[src/rtl/core/es2cd_pkg.sv]
`timescale 1ns / 1ps
`default_nettype none

package es2cd_pkg;

  // Shared divide unit widths. Every dividend fits in DIV_W bits, and each
  // reciprocal is floor(2**REC_SH / divisor) with REC_SH no smaller than DIV_W.
  localparam int unsigned DIV_W  = 26;
  localparam int unsigned DSR_W  = 18;
  localparam int unsigned REC_W  = 24;
  localparam int unsigned REC_SH = 26;
  localparam int unsigned QUO_W  = 16;
  localparam int unsigned RMD_W  = 18;

  // Month indexes used by the month scan: February, the 30-day months, and the first and last months.
  localparam logic [3:0] MON_JAN = 4'd0;
  localparam logic [3:0] MON_FEB = 4'd1;
  localparam logic [3:0] MON_APR = 4'd3;
  localparam logic [3:0] MON_JUN = 4'd5;
  localparam logic [3:0] MON_SEP = 4'd8;
  localparam logic [3:0] MON_NOV = 4'd10;
  localparam logic [3:0] MON_DEC = 4'd11;

  typedef struct packed {
    logic             start;
    logic [DIV_W-1:0] dividend;
    logic [DSR_W-1:0] divisor;
    logic [REC_W-1:0] recip;  // scaled reciprocal of the divisor
  } div_cmd_t;

  typedef struct packed {
    logic             done;
    logic [QUO_W-1:0] quot;
    logic [RMD_W-1:0] rmd;
  } div_sts_t;

  function automatic logic [4:0] month_len(input logic [3:0] mon, input logic leap);
    logic [4:0] len;
    len = 5'd31;
    if (mon == MON_FEB) begin
      len = leap ? 5'd29 : 5'd28;
    end else if (mon == MON_APR || mon == MON_JUN || mon == MON_SEP || mon == MON_NOV) begin
      len = 5'd30;
    end
    return len;
  endfunction

endpackage

`default_nettype wire

[src/rtl/core/epoch_seconds_to_calendar_date_top.sv]
// Converts a signed 32-bit count of seconds since 1970-01-01 00:00:00 into
// broken-down calendar time (second, minute, hour, weekday, day of year,
// year minus 1900, month, day of month); times before 1970 are floored, so
// every field stays in range. One word is converted at a time: after a word
// is accepted, in_ready_o stays low until the result word has been taken.
// After acceptance, eight constant divisions run back to back on one
// shared reciprocal-multiply divide unit, then the year arithmetic state,
// then a month scan with one step per month passed plus one; out_valid_o
// then rises. in_ready_o is high again right after the result word is
// taken.
`timescale 1ns / 1ps
`default_nettype none

module epoch_seconds_to_calendar_date_top
  import es2cd_pkg::*;
(
  input  wire logic               clk_i,
  input  wire logic               rst_ni,
  input  wire logic               in_valid_i,
  output logic                    in_ready_o,
  input  wire logic signed [31:0] epoch_seconds_i,
  output logic                    out_valid_o,
  input  wire logic               out_ready_i,
  output logic [5:0]              second_o,
  output logic [5:0]              minute_o,
  output logic [4:0]              hour_o,
  output logic [2:0]              weekday_o,
  output logic [8:0]              day_of_year_o,
  output logic [7:0]              years_since_1900_o,
  output logic [3:0]              month_o,
  output logic [4:0]              day_of_month_o
);

  // Sequencer states. Each division state waits for the divider to finish.
  localparam logic [3:0] S_IDLE = 4'd0;
  localparam logic [3:0] S_DAY  = 4'd1;
  localparam logic [3:0] S_MIN  = 4'd2;
  localparam logic [3:0] S_HR   = 4'd3;
  localparam logic [3:0] S_WD   = 4'd4;
  localparam logic [3:0] S_Y1   = 4'd5;
  localparam logic [3:0] S_Y2   = 4'd6;
  localparam logic [3:0] S_Y3   = 4'd7;
  localparam logic [3:0] S_Y4   = 4'd8;
  localparam logic [3:0] S_YDAY = 4'd9;
  localparam logic [3:0] S_MON  = 4'd10;
  localparam logic [3:0] S_OUT  = 4'd11;

  // Adding 24856 days of seconds makes every input non-negative, so the
  // divisions below are plain unsigned ones and flooring comes for free.
  localparam logic [32:0]      SEC_OFFSET = 33'd2147558400;
  // Shifted day count plus this gives days since 1601-01-01.
  localparam logic [17:0]      DAY_BASE   = 18'd109918;
  // The shifted day count is 2 mod 7 ahead of 1970's Thursday offset.
  localparam logic [DIV_W-1:0] WD_ADJ     = DIV_W'(5);

  // Divisors and their reciprocals scaled by 2**REC_SH. A day is 675 times
  // 128 seconds, so the low seven bits bypass the day division.
  localparam logic [DSR_W-1:0] DSR_DAY  = DSR_W'(675);
  localparam logic [REC_W-1:0] REC_DAY  = REC_W'(99420);
  localparam logic [DSR_W-1:0] DSR_60   = DSR_W'(60);
  localparam logic [REC_W-1:0] REC_60   = REC_W'(1118481);
  localparam logic [DSR_W-1:0] DSR_WD   = DSR_W'(7);
  localparam logic [REC_W-1:0] REC_WD   = REC_W'(9586980);
  localparam logic [DSR_W-1:0] DSR_4Y   = DSR_W'(1460);
  localparam logic [REC_W-1:0] REC_4Y   = REC_W'(45964);
  localparam logic [DSR_W-1:0] DSR_100Y = DSR_W'(36500);
  localparam logic [REC_W-1:0] REC_100Y = REC_W'(1838);
  localparam logic [DSR_W-1:0] DSR_400Y = DSR_W'(146000);
  localparam logic [REC_W-1:0] REC_400Y = REC_W'(459);
  localparam logic [DSR_W-1:0] DSR_YEAR = DSR_W'(365);
  localparam logic [REC_W-1:0] REC_YEAR = REC_W'(183859);

  logic [3:0]  state_q, state_d;
  logic [32:0] secs_ofs;
  logic [6:0]  lo_q;
  logic [15:0] days_q;
  logic [17:0] d_q;
  logic [6:0]  a_q;
  logic [2:0]  b_q;
  logic [8:0]  n_q;
  logic        leap_q;
  logic [8:0]  mrem_q;
  logic [3:0]  mon_q;

  logic [5:0]  second_q, minute_q;
  logic [4:0]  hour_q, dom_q;
  logic [2:0]  weekday_q;
  logic [8:0]  yday_q;
  logic [7:0]  year_q;
  logic [3:0]  month_q;

  div_cmd_t    div_cmd;
  div_sts_t    div_sts;

  es2cd_divider u_div (
    .clk_i  (clk_i),
    .rst_ni (rst_ni),
    .cmd_i  (div_cmd),
    .sts_o  (div_sts)
  );

  assign secs_ofs = {epoch_seconds_i[31], epoch_seconds_i} + SEC_OFFSET;

  // Year arithmetic once the year count since 1601 is known.
  logic [9:0]  n_plus1;
  logic [2:0]  q100;
  logic        q400;
  logic [17:0] before_days;
  logic [17:0] yday_full;
  logic        leap_calc;

  assign n_plus1 = {1'b0, n_q} + 10'd1;
  assign q100 = {2'b00, (n_q >= 9'd100)} + {2'b00, (n_q >= 9'd200)}
              + {2'b00, (n_q >= 9'd300)} + {2'b00, (n_q >= 9'd400)};
  assign q400 = (n_q >= 9'd400);
  assign before_days = 18'(n_q) * 18'd365 + 18'(n_q[8:2]) - 18'(q100) + 18'(q400);
  assign yday_full = d_q - before_days;
  assign leap_calc = (n_plus1[1:0] == 2'b00) &&
                     !(n_plus1 == 10'd100 || n_plus1 == 10'd200 || n_plus1 == 10'd300);

  // Month scan step.
  logic [4:0] mlen;
  logic       mfits;
  logic [8:0] mrem_next;
  logic       mdone;

  assign mlen      = month_len(mon_q, leap_q);
  assign mfits     = (mrem_q >= 9'(mlen));
  assign mrem_next = mfits ? (mrem_q - 9'(mlen)) : mrem_q;
  assign mdone     = !mfits || (mon_q == MON_DEC);

  always_comb begin
    div_cmd = '0;
    unique case (state_q)
      S_IDLE: begin
        div_cmd.start    = in_valid_i;
        div_cmd.dividend = secs_ofs[32:7];
        div_cmd.divisor  = DSR_DAY;
        div_cmd.recip    = REC_DAY;
      end
      S_DAY: begin
        div_cmd.start    = div_sts.done;
        div_cmd.dividend = DIV_W'({div_sts.rmd[9:0], lo_q});
        div_cmd.divisor  = DSR_60;
        div_cmd.recip    = REC_60;
      end
      S_MIN: begin
        div_cmd.start    = div_sts.done;
        div_cmd.dividend = DIV_W'(div_sts.quot);
        div_cmd.divisor  = DSR_60;
        div_cmd.recip    = REC_60;
      end
      S_HR: begin
        div_cmd.start    = div_sts.done;
        div_cmd.dividend = DIV_W'(days_q) + WD_ADJ;
        div_cmd.divisor  = DSR_WD;
        div_cmd.recip    = REC_WD;
      end
      S_WD: begin
        div_cmd.start    = div_sts.done;
        div_cmd.dividend = DIV_W'(days_q) + DIV_W'(DAY_BASE);
        div_cmd.divisor  = DSR_4Y;
        div_cmd.recip    = REC_4Y;
      end
      S_Y1: begin
        div_cmd.start    = div_sts.done;
        div_cmd.dividend = DIV_W'(d_q);
        div_cmd.divisor  = DSR_100Y;
        div_cmd.recip    = REC_100Y;
      end
      S_Y2: begin
        div_cmd.start    = div_sts.done;
        div_cmd.dividend = DIV_W'(d_q);
        div_cmd.divisor  = DSR_400Y;
        div_cmd.recip    = REC_400Y;
      end
      S_Y3: begin
        div_cmd.start    = div_sts.done;
        div_cmd.dividend = DIV_W'(d_q - 18'(a_q) + 18'(b_q) - 18'(div_sts.quot[0]));
        div_cmd.divisor  = DSR_YEAR;
        div_cmd.recip    = REC_YEAR;
      end
      default: begin
        div_cmd = '0;
      end
    endcase
  end

  always_comb begin
    state_d = state_q;
    unique case (state_q)
      S_IDLE: if (in_valid_i)   state_d = S_DAY;
      S_DAY:  if (div_sts.done) state_d = S_MIN;
      S_MIN:  if (div_sts.done) state_d = S_HR;
      S_HR:   if (div_sts.done) state_d = S_WD;
      S_WD:   if (div_sts.done) state_d = S_Y1;
      S_Y1:   if (div_sts.done) state_d = S_Y2;
      S_Y2:   if (div_sts.done) state_d = S_Y3;
      S_Y3:   if (div_sts.done) state_d = S_Y4;
      S_Y4:   if (div_sts.done) state_d = S_YDAY;
      S_YDAY: state_d = S_MON;
      S_MON:  if (mdone)        state_d = S_OUT;
      S_OUT:  if (out_ready_i)  state_d = S_IDLE;
      default: state_d = S_IDLE;
    endcase
  end

  always_ff @(posedge clk_i or negedge rst_ni) begin
    if (!rst_ni) begin
      state_q <= S_IDLE;
    end else begin
      state_q <= state_d;
    end
  end

  always_ff @(posedge clk_i) begin
    unique case (state_q)
      S_IDLE: if (in_valid_i) begin
        lo_q <= secs_ofs[6:0];
      end
      S_DAY: if (div_sts.done) begin
        days_q <= div_sts.quot;
      end
      S_MIN: if (div_sts.done) begin
        second_q <= div_sts.rmd[5:0];
      end
      S_HR: if (div_sts.done) begin
        hour_q   <= div_sts.quot[4:0];
        minute_q <= div_sts.rmd[5:0];
      end
      S_WD: if (div_sts.done) begin
        weekday_q <= div_sts.rmd[2:0];
        d_q       <= 18'(days_q) + DAY_BASE;
      end
      S_Y1: if (div_sts.done) begin
        a_q <= div_sts.quot[6:0];
      end
      S_Y2: if (div_sts.done) begin
        b_q <= div_sts.quot[2:0];
      end
      S_Y4: if (div_sts.done) begin
        n_q <= div_sts.quot[8:0];
      end
      S_YDAY: begin
        yday_q <= yday_full[8:0];
        mrem_q <= yday_full[8:0];
        // Year 1601 + n minus 1900, kept modulo 256.
        year_q <= 8'(n_q - 9'd299);
        leap_q <= leap_calc;
        mon_q  <= MON_JAN;
      end
      S_MON: begin
        if (mdone) begin
          month_q <= mon_q;
          dom_q   <= 5'(mrem_next + 9'd1);
        end else begin
          mrem_q <= mrem_next;
          mon_q  <= mon_q + 4'd1;
        end
      end
      default: begin
      end
    endcase
  end

  assign in_ready_o         = (state_q == S_IDLE);
  assign out_valid_o        = (state_q == S_OUT);
  assign second_o           = second_q;
  assign minute_o           = minute_q;
  assign hour_o             = hour_q;
  assign weekday_o          = weekday_q;
  assign day_of_year_o      = yday_q;
  assign years_since_1900_o = year_q;
  assign month_o            = month_q;
  assign day_of_month_o     = dom_q;

endmodule

`default_nettype wire

[src/rtl/core/es2cd_divider.sv]
`timescale 1ns / 1ps
`default_nettype none

// Division by a constant through its scaled reciprocal. Since the dividend
// is below 2**REC_SH, the estimate floor(x * recip / 2**REC_SH) is at most
// one below the true quotient, so a single correction step finishes it.
// The one multiplier serves both the estimate and the back-multiply. After
// start come the estimate, back-multiply and correction cycles; done is then
// high for one cycle.
module es2cd_divider
  import es2cd_pkg::*;
(
  input  wire logic     clk_i,
  input  wire logic     rst_ni,
  input  wire div_cmd_t cmd_i,
  output div_sts_t      sts_o
);

  localparam logic [1:0] STEP_IDLE = 2'd0;
  localparam logic [1:0] STEP_EST  = 2'd1;
  localparam logic [1:0] STEP_BACK = 2'd2;
  localparam logic [1:0] STEP_FIX  = 2'd3;

  logic [1:0]             step_q;
  logic                   done_q;
  logic [DIV_W-1:0]       x_q;
  logic [DSR_W-1:0]       dsr_q;
  logic [REC_W-1:0]       rec_q;
  logic [DIV_W-1:0]       quo_q;
  logic [DIV_W-1:0]       rem_q;
  logic [DIV_W-1:0]       mul_a;
  logic [REC_W-1:0]       mul_b;
  logic [DIV_W+REC_W-1:0] mul_p;
  logic                   fits;

  assign mul_a = (step_q == STEP_EST) ? x_q : quo_q;
  assign mul_b = (step_q == STEP_EST) ? rec_q : REC_W'(dsr_q);
  assign mul_p = {{REC_W{1'b0}}, mul_a} * {{DIV_W{1'b0}}, mul_b};
  assign fits  = (rem_q >= DIV_W'(dsr_q));

  always_ff @(posedge clk_i or negedge rst_ni) begin
    if (!rst_ni) begin
      step_q <= STEP_IDLE;
      done_q <= 1'b0;
    end else if (cmd_i.start) begin
      step_q <= STEP_EST;
      done_q <= 1'b0;
    end else begin
      unique case (step_q)
        STEP_EST: begin
          step_q <= STEP_BACK;
        end
        STEP_BACK: begin
          step_q <= STEP_FIX;
        end
        STEP_FIX: begin
          step_q <= STEP_IDLE;
          done_q <= 1'b1;
        end
        default: begin
          done_q <= 1'b0;
        end
      endcase
    end
  end

  always_ff @(posedge clk_i) begin
    if (cmd_i.start) begin
      x_q   <= cmd_i.dividend;
      dsr_q <= cmd_i.divisor;
      rec_q <= cmd_i.recip;
    end else begin
      unique case (step_q)
        STEP_EST: begin
          quo_q <= DIV_W'(mul_p >> REC_SH);
        end
        STEP_BACK: begin
          rem_q <= x_q - mul_p[DIV_W-1:0];
        end
        STEP_FIX: begin
          if (fits) begin
            quo_q <= quo_q + DIV_W'(1);
            rem_q <= rem_q - DIV_W'(dsr_q);
          end
        end
        default: begin
        end
      endcase
    end
  end

  assign sts_o.done = done_q;
  assign sts_o.quot = quo_q[QUO_W-1:0];
  assign sts_o.rmd  = rem_q[RMD_W-1:0];

endmodule

`default_nettype wire

[config.mk]
export PLATFORM = sky130hd
export DESIGN_NAME = epoch_seconds_to_calendar_date_top
export DESIGN_NICKNAME = d
export VERILOG_FILES = /design/src/rtl/core/es2cd_pkg.sv /design/src/rtl/core/epoch_seconds_to_calendar_date_top.sv /design/src/rtl/core/es2cd_divider.sv
export SDC_FILE = /design/constraint.sdc
export NUM_CORES = 2
export LEC_CHECK = 0
export BUFFER_PORTS_ARGS = -buffer_cell sky130_fd_sc_hd__buf_2
export CAP_MARGIN = 15
export CORE_UTILIZATION = 55
export DETAILED_ROUTE_END_ITERATION = 8
export PLACE_DENSITY_LB_ADDON = 0.05
export SLEW_MARGIN = 40
export SYNTH_ARGS = -nofsm -noshare
export SYNTH_HDL_FRONTEND = slang
export SYNTH_SLANG_ARGS = --single-unit
[constraint.sdc]
create_clock -name clk_i -period 16.7 [get_ports clk_i]
set_clock_uncertainty 0.15 [all_clocks]
set_input_delay 1.67 -clock clk_i [delete_from_list [all_inputs] [get_ports clk_i]]
set_output_delay 1.67 -clock clk_i [all_outputs]
set_load 0.005 [all_outputs]
# After elaboration in Yosys (flattened, before gate mapping)
# Cells that the tools add are included.
# Widths: inputs -> output; s select.
[word_totals]
regBits = 247
in_bits = 36
wordCells = 153
[classes]
reduce_logical = 29
n_lt_le_gt_ge = 6
multipliers = 2
eq_ne = 37
bitwise_logic = 1
addsub = 22
mux = 31
[ops]
columns = ["op", "n"]
rows = [
  ["$pmux 69 s8", 1],
  ["$pmux 26 s2", 2],
  ["$mux 26", 3],
  ["$mul 26x24->50", 1],
  ["$mux 4", 12],
  ["$pmux 4 s12", 1],
  ["$add 16x17->18 const B", 2],
  ["$add 33x32->33 const B", 1],
  ["$eq 4x4->1 const B", 7],
  ["$add 26x1->26 const B", 1],
  ["$ge 26x18->1", 1],
  ["$sub 26x18->26", 1],
  ["$sub 26x26->26", 1],
  ["$mux 24", 1],
  ["$ne 2x1->1 const B", 11],
  ["$sub 20x2->21", 1],
  ["$add 19x4->20", 1],
  ["$eq 4x3->1 const B", 5],
  ["$reduce_and 2->1", 10],
  ["$sub 18x7->19", 1],
  ["$ge 9x9->1 const B", 2],
  ["$mux 9", 2],
  ["$pmux 9 s2", 1],
  ["$add 16x3->17 const B", 1],
  ["41 further kinds", 58],
]

# Logic depth before layout (Yosys ltp)
[depth]
ltp_word = 11
ltp_mapped = 38
mapped_depth_nobuf = 34

# Modules after synthesis
# From an unflattened synthesis, not the netlist that was laid out.
[hier_totals]
cells_unflattened = 4169
area_unflattened_um2 = 38196.6
[modules_own_cells]
columns = ["module", "area_per_inst_um2", "seq_area_each_um2", "instances", "cells_per_inst"]
rows = [
  ["es2cd_divider", 28094.4, 3678.5, 1, 3133],
  ["epoch_seconds_to_calendar_date_top", 10102.2, 3703.6, 1, 1036],
]

# Least setup slack after synthesis
# OpenSTA, ideal clock, no wires.
[synth_path]
path_type = "register -> register"
start = "reg u_div.step_q[1]"
end = "reg u_div.rem_q[25] (data pin)"
path_slack_ps = 7727
synth_period_minus_slack_ps = 8973
arrival_ps = 8554
path_stages_with_launch = 35
path_cell_list = "dfrtp_1 > inv_1 > ha_1 > clkbuf_1 > clkbuf_1 > buf_1 > mux2i_1 > nor2_1 > fa_1 > inv_1 > fa_1 > fa_1 > fa_1 > inv_1 > fa_1 > fa_1 > inv_1 > fa_1 > inv_1 > ha_1 > nand4_1 > nor3_1 > a2111oi_2 > nand2_1 > a21o_1 > a21o_1 > xnor2_1 > ha_1 > a21o_1 > a21o_1 > a41oi_1 > a21oi_1 > a21oi_1 > xnor2_1 > mux2i_1"
[synth_between]
elab_chain_cells = 5
elab_cells_between_ends = 8
[synth_lines]
columns = ["element", "line", "source"]
rows = [
  ["start, declared", "es2cd_divider.sv:24", "logic [1:0] step_q;"],
  ["start signal, assigned", "es2cd_divider.sv:43", "step_q <= STEP_IDLE;"],
  ["start signal, assigned", "es2cd_divider.sv:46", "step_q <= STEP_EST;"],
  ["start signal, assigned", "es2cd_divider.sv:51", "step_q <= STEP_BACK;"],
  ["$eq 2x1->1", "es2cd_divider.sv:36, es2cd_divider.sv:37", ""],
  ["$mux 26 or $mux 24 (tied branches)", "es2cd_divider.sv:36, es2cd_divider.sv:37", ""],
  ["$mul 26x24->50", "es2cd_divider.sv:38", "assign mul_p = {{REC_W{1'b0}}, mul_a} * {{DIV_W{1'b0}}, mul_b};"],
  ["$sub 26x26->26", "es2cd_divider.sv:78", "rem_q <= x_q - mul_p[DIV_W-1:0];"],
  ["$pmux 26 s2 (*)", "es2cd_divider.sv:73", "unique case (step_q)"],
  ["end signal, assigned", "es2cd_divider.sv:78", ""],
  ["end signal, assigned", "es2cd_divider.sv:83", "rem_q <= rem_q - DIV_W'(dsr_q);"],
  ["end, declared", "es2cd_divider.sv:30", "logic [DIV_W-1:0] rem_q;"],
]
# Mark *: on every way between the ends. The rest lies on a longest branch, timed or not.
# A chain may end at the register's enable or synchronous reset.

# Worst setup path after layout
# Same ends and word-level chain as after synthesis.

==> impl_metrics.sql <==
INSERT INTO impl_metrics (metric_group, metric, value, unit) VALUES
('logic_synthesis', 'synth.cell_area', '0.03433', 'mm^2'),
('logic_synthesis', 'synthArstFlopShare', '2.954', '%'),
('timing', 'achievable-frequency', '94.08', 'MHz'),
('logic_synthesis', 'yosys.cell_types.count', '77', ''),
('worst_setup_path', 'worst_ep_required_time', '16.81', 'ns'),
('final_layout', 'finish.instance_area', '0.03663', 'mm^2'),
('logic_synthesis', 'netlist_top_cells_area', 'sky130_fd_sc_hd__fa_1 26%, sky130_fd_sc_hd__edfxtp_1 20%, sky130_fd_sc_hd__ha_1 13%', ''),
('global_route', 'grt_util_met1', '50.03', '%'),
('worst_setup_path', 'cp-start-kind', 'flop', ''),
('final_layout', 'fill_cells', '5570', ''),
('logic_synthesis', 'syn_area_per_cell', '9.185', 'um^2'),
('global_route', 'globalRouteTotalUtil', '35.79', '%'),
('logic_synthesis', 'synth_warnings', '0', ''),
('logic_synthesis', 'postSynthNetCount', '4583', ''),
('die', 'number_of_primary_i_o_pins', '84', ''),
('cts', 'cts_inserted_buffers', '25', ''),
('final_layout', 'nNetsFinal', '4610', ''),
('hold_path', 'hp-class', 'reg -> reg', ''),
('worst_setup_path', 'timing_worst_setup_path_type', 'reg -> reg', ''),
('cts', 'ctsHtreeMaxLevel', '1', ''),
('logic_synthesis', 'synth_top_flop_cell', 'sky130_fd_sc_hd__edfxtp_1', ''),
('die', 'core_area', '0.06171', 'mm^2'),
('cts', 'tritoncts_clock_tree', 'done', ''),
('worst_setup_path', 'ff2ff_setup_slack', '6.07', 'ns'),
('timing', 'totalNegativeSetupSlack', '0', 'ns'),
('worst_setup_path', 'worstPathMaxFanout', '71', ''),
('logic_synthesis', 'post-synth-top-count-cell', 'sky130_fd_sc_hd__inv_1', ''),
('cts', 'clk_root_buffer_cell', 'sky130_fd_sc_hd__clkbuf_16', ''),
('placed_design', 'dpl-instance-area', '0.03578', 'mm^2'),
('placed_design', 'gp_congestion', '1.026', ''),
('die', 'starting_density', '55.62', '%'),
('route', 'drt-wirelength-per-cell', '24.24', 'um'),
('cts', 'clk_transition_reported_paths', '0.07', 'ns'),
('timing', 'timing_max_transition_violations_final', '0', ''),
('cts', 'cts_hold_buf', '0', ''),
('timing', 'tightestPinTransition', '0.8558', 'ns'),
('worst_setup_path', 'crit_path_top_delay_cell', 'sky130_fd_sc_hd__mux2i_1', ''),
('run', 'max_cap_viol', '0', ''),
('logic_synthesis', 'sequential_element_share_of_the_synthesized_area', '20.63', '%'),
('worst_setup_path', 'r2r_cells', '31', ''),
('worst_setup_path', 'crit_buf_inv', '6', ''),
('cts', 'post_cts.resized_instances', '0', ''),
('global_route', 'antenna_found_initial', '5', ''),
('worst_setup_path', 'crit_path_start', 'u_div.step_q[1]', ''),
('worst_setup_path', 'regToRegStartpoint', 'u_div.step_q[1]', ''),
('worst_setup_path', 'timing.rr.end', 'u_div.rem_q[25]', ''),
('route', 'first_pass_iters', '6', ''),
('worst_setup_path', 'timing.critical_path.mode_cell', 'sky130_fd_sc_hd__fa_1', ''),
('route', 'drt_iter0_drc', '2739', ''),
('route', 'detail_route.wirelength', '112.1', 'mm'),
('logic_synthesis', 'synth_top_area_cell', 'sky130_fd_sc_hd__fa_1', ''),
('timing', 'final.min_clock_period', '10.63', 'ns'),
('global_route', 'via_count_of_the_first_global_routing_pass', '27370', ''),
('route', 'final_antenna_net_count', '0', ''),
('timing', 'final.period_utilization', '63.65', '%'),
('die', 'floorplan.die.height', '251.8', 'um'),
('worst_setup_path', 'cp_num_cells', '31', ''),
('final_layout', 'area.growth.synth_to_final', '6.700', '%'),
('run_status', 'outcome', 'complete, no violations', ''),
('logic_synthesis', 'synth.cells.most_frequent', '680 x sky130_fd_sc_hd__inv_1, 460 x sky130_fd_sc_hd__nand2_1, 453 x sky130_fd_sc_hd__fa_1, 357 x sky130_fd_sc_hd__ha_1, 333 x sky130_fd_sc_hd__nor2_1', ''),
('global_route', 'globalRouteOverflowTotal', '0', ''),
('worst_setup_path', 'path_delay_family', 'adder cells', ''),
('logic_synthesis', 'synthCells', '3737', ''),
('global_route', 'wire_length_of_the_first_global_routing_pass', '167.9', 'mm'),
('worst_setup_path', 'worst-endpoint-arrival', '10.74', 'ns'),
('global_route', 'grt_start_max_net_pins', '72', ''),
('timing', 'post_route_hold_slack', '0.4207', 'ns'),
('global_route', 'grt.met2_usage', '55.75', '%'),
('cts', 'clk_latency', '0.55', 'ns'),
('timing', 'grt_setup_unrepaired', 'no', ''),
('logic_synthesis', 'count_of_flip_flops_with_a_built_in_enable_after_synthesis', '230', '');
==> through the flow <==
stage | utilization (%) | setup WS, ns
3_3_place_gp | 57.80 | 5.811
5_1_grt | 59.32 | 5.825
3_5_place_dp | 57.98 | 6.044
2_1_floorplan | - | 7.727
4_1_cts | 59.24 | 5.992
6_report | 59.35 | 6.071
==> cells in the final DEF, fill, tap and decap left out, types with 25 or more instances in the layout <==
cell / n
sky130_fd_sc_hd__a21o_1: 53
sky130_fd_sc_hd__a21oi_1: 144
sky130_fd_sc_hd__and3_1: 50
sky130_fd_sc_hd__buf_2: 83
sky130_fd_sc_hd__buf_4: 41
sky130_fd_sc_hd__clkbuf_16: 26
sky130_fd_sc_hd__edfxtp_1: 230
sky130_fd_sc_hd__fa_1: 453
sky130_fd_sc_hd__ha_1: 355
sky130_fd_sc_hd__inv_1: 680
sky130_fd_sc_hd__mux2_2: 27
sky130_fd_sc_hd__mux2i_1: 25
sky130_fd_sc_hd__nand2_1: 459
sky130_fd_sc_hd__nand3_1: 41
sky130_fd_sc_hd__nand4_1: 35
sky130_fd_sc_hd__nor2_1: 329
sky130_fd_sc_hd__nor2b_1: 26
sky130_fd_sc_hd__nor3_1: 29
sky130_fd_sc_hd__o21ai_0: 121
sky130_fd_sc_hd__xnor2_1: 130
sky130_fd_sc_hd__xor2_1: 92
==> routing by layer <==
| metal | share of wire, % | up-vias |
|---|---|---|
| li1 | - | 12160 |
| met1 | 42 | 13700 |
| met2 | 45 | 1364 |
| met3 | 9.1 | 304 |
| met4 | 4.7 | 2 |
| met5 | 0.046 | - |
==> kinds of logic (layout without fill, tap and decap cells) <==
logic type	after synthesis	in the layout	synth area share (%)
simple gates	1066	1066	13.56
fa+ha+maj	810	810	39.43
buf+inv	808	851	8.843
compound gates	529	529	9.875
flops	237	237	20.63
xor+xnor	222	222	5.664
mux	65	65	1.994
other cells	0	6	0
==> state kept, by name, summed over array words and instances, names as in the netlist, 2 cells and up <==
name                cells
years_since_1900_o      8
a_q                     7
u_div.rem_q            26
u_div.dsr_q            14
hour_o                  5
days_q                 16
n_q                     9
mrem_q                  9
day_of_year_o           9
weekday_o               3
b_q                     3
d_q                    18
u_div.x_q              26
mon_q                   4
u_div.rec_q            18
state_q                 4
minute_o                6
u_div.quo_q            26
u_div.step_q            2
month_o                 4
second_o                6
day_of_month_o          5
lo_q                    7
==> worst reg2reg max path, delay by kind of cell, from the launching register on <==
family                     cells  cell delay, ns
buffers and inverters          6            1.00
DFF                            1            0.43
adders and majority gates     10            4.89
AOI/OAI and AO/OA              8            2.07
xor gates and xnor gates       2            0.43
muxes                          2            0.88
and+or+nand+nor                3            0.50
==> worst min-delay path by stage <==
| stage | from | endpoint | slack [ns] | cells past startpoint |
|---|---|---|---|---|
| after floorplan | u_div.quo_q[13] | days_q[13] | 0.27 | 0 |
| after global placement | mon_q[3] | month_o[3] | 0.38 | 0 |
| after detailed placement | mon_q[3] | month_o[3] | 0.36 | 0 |
| after CTS | mon_q[3] | month_o[3] | 0.40 | 0 |
| after global routing | mon_q[3] | month_o[3] | 0.42 | 0 |
| final | mon_q[3] | month_o[3] | 0.42 | 0 |
==> layout make-up <==
cell class / count / area [um^2] / share of cell area, %
sequential: 237 / 7082 / 19.34
antenna: 6 / 15.01 / 0.04099
inverter: 682 / 2560 / 6.990
timing repair buffer: 126 / 759.5 / 2.074
tap: 837 / 1047 / 2.859
clock inverter: 13 / 123.9 / 0.3382
multi-input combinational: 2692 / 24380 / 66.58
clock buffer: 30 / 654.4 / 1.787
Power is not shown: default switching activity piles up to over one toggle a cycle in this logic, so the estimate is an artifact.
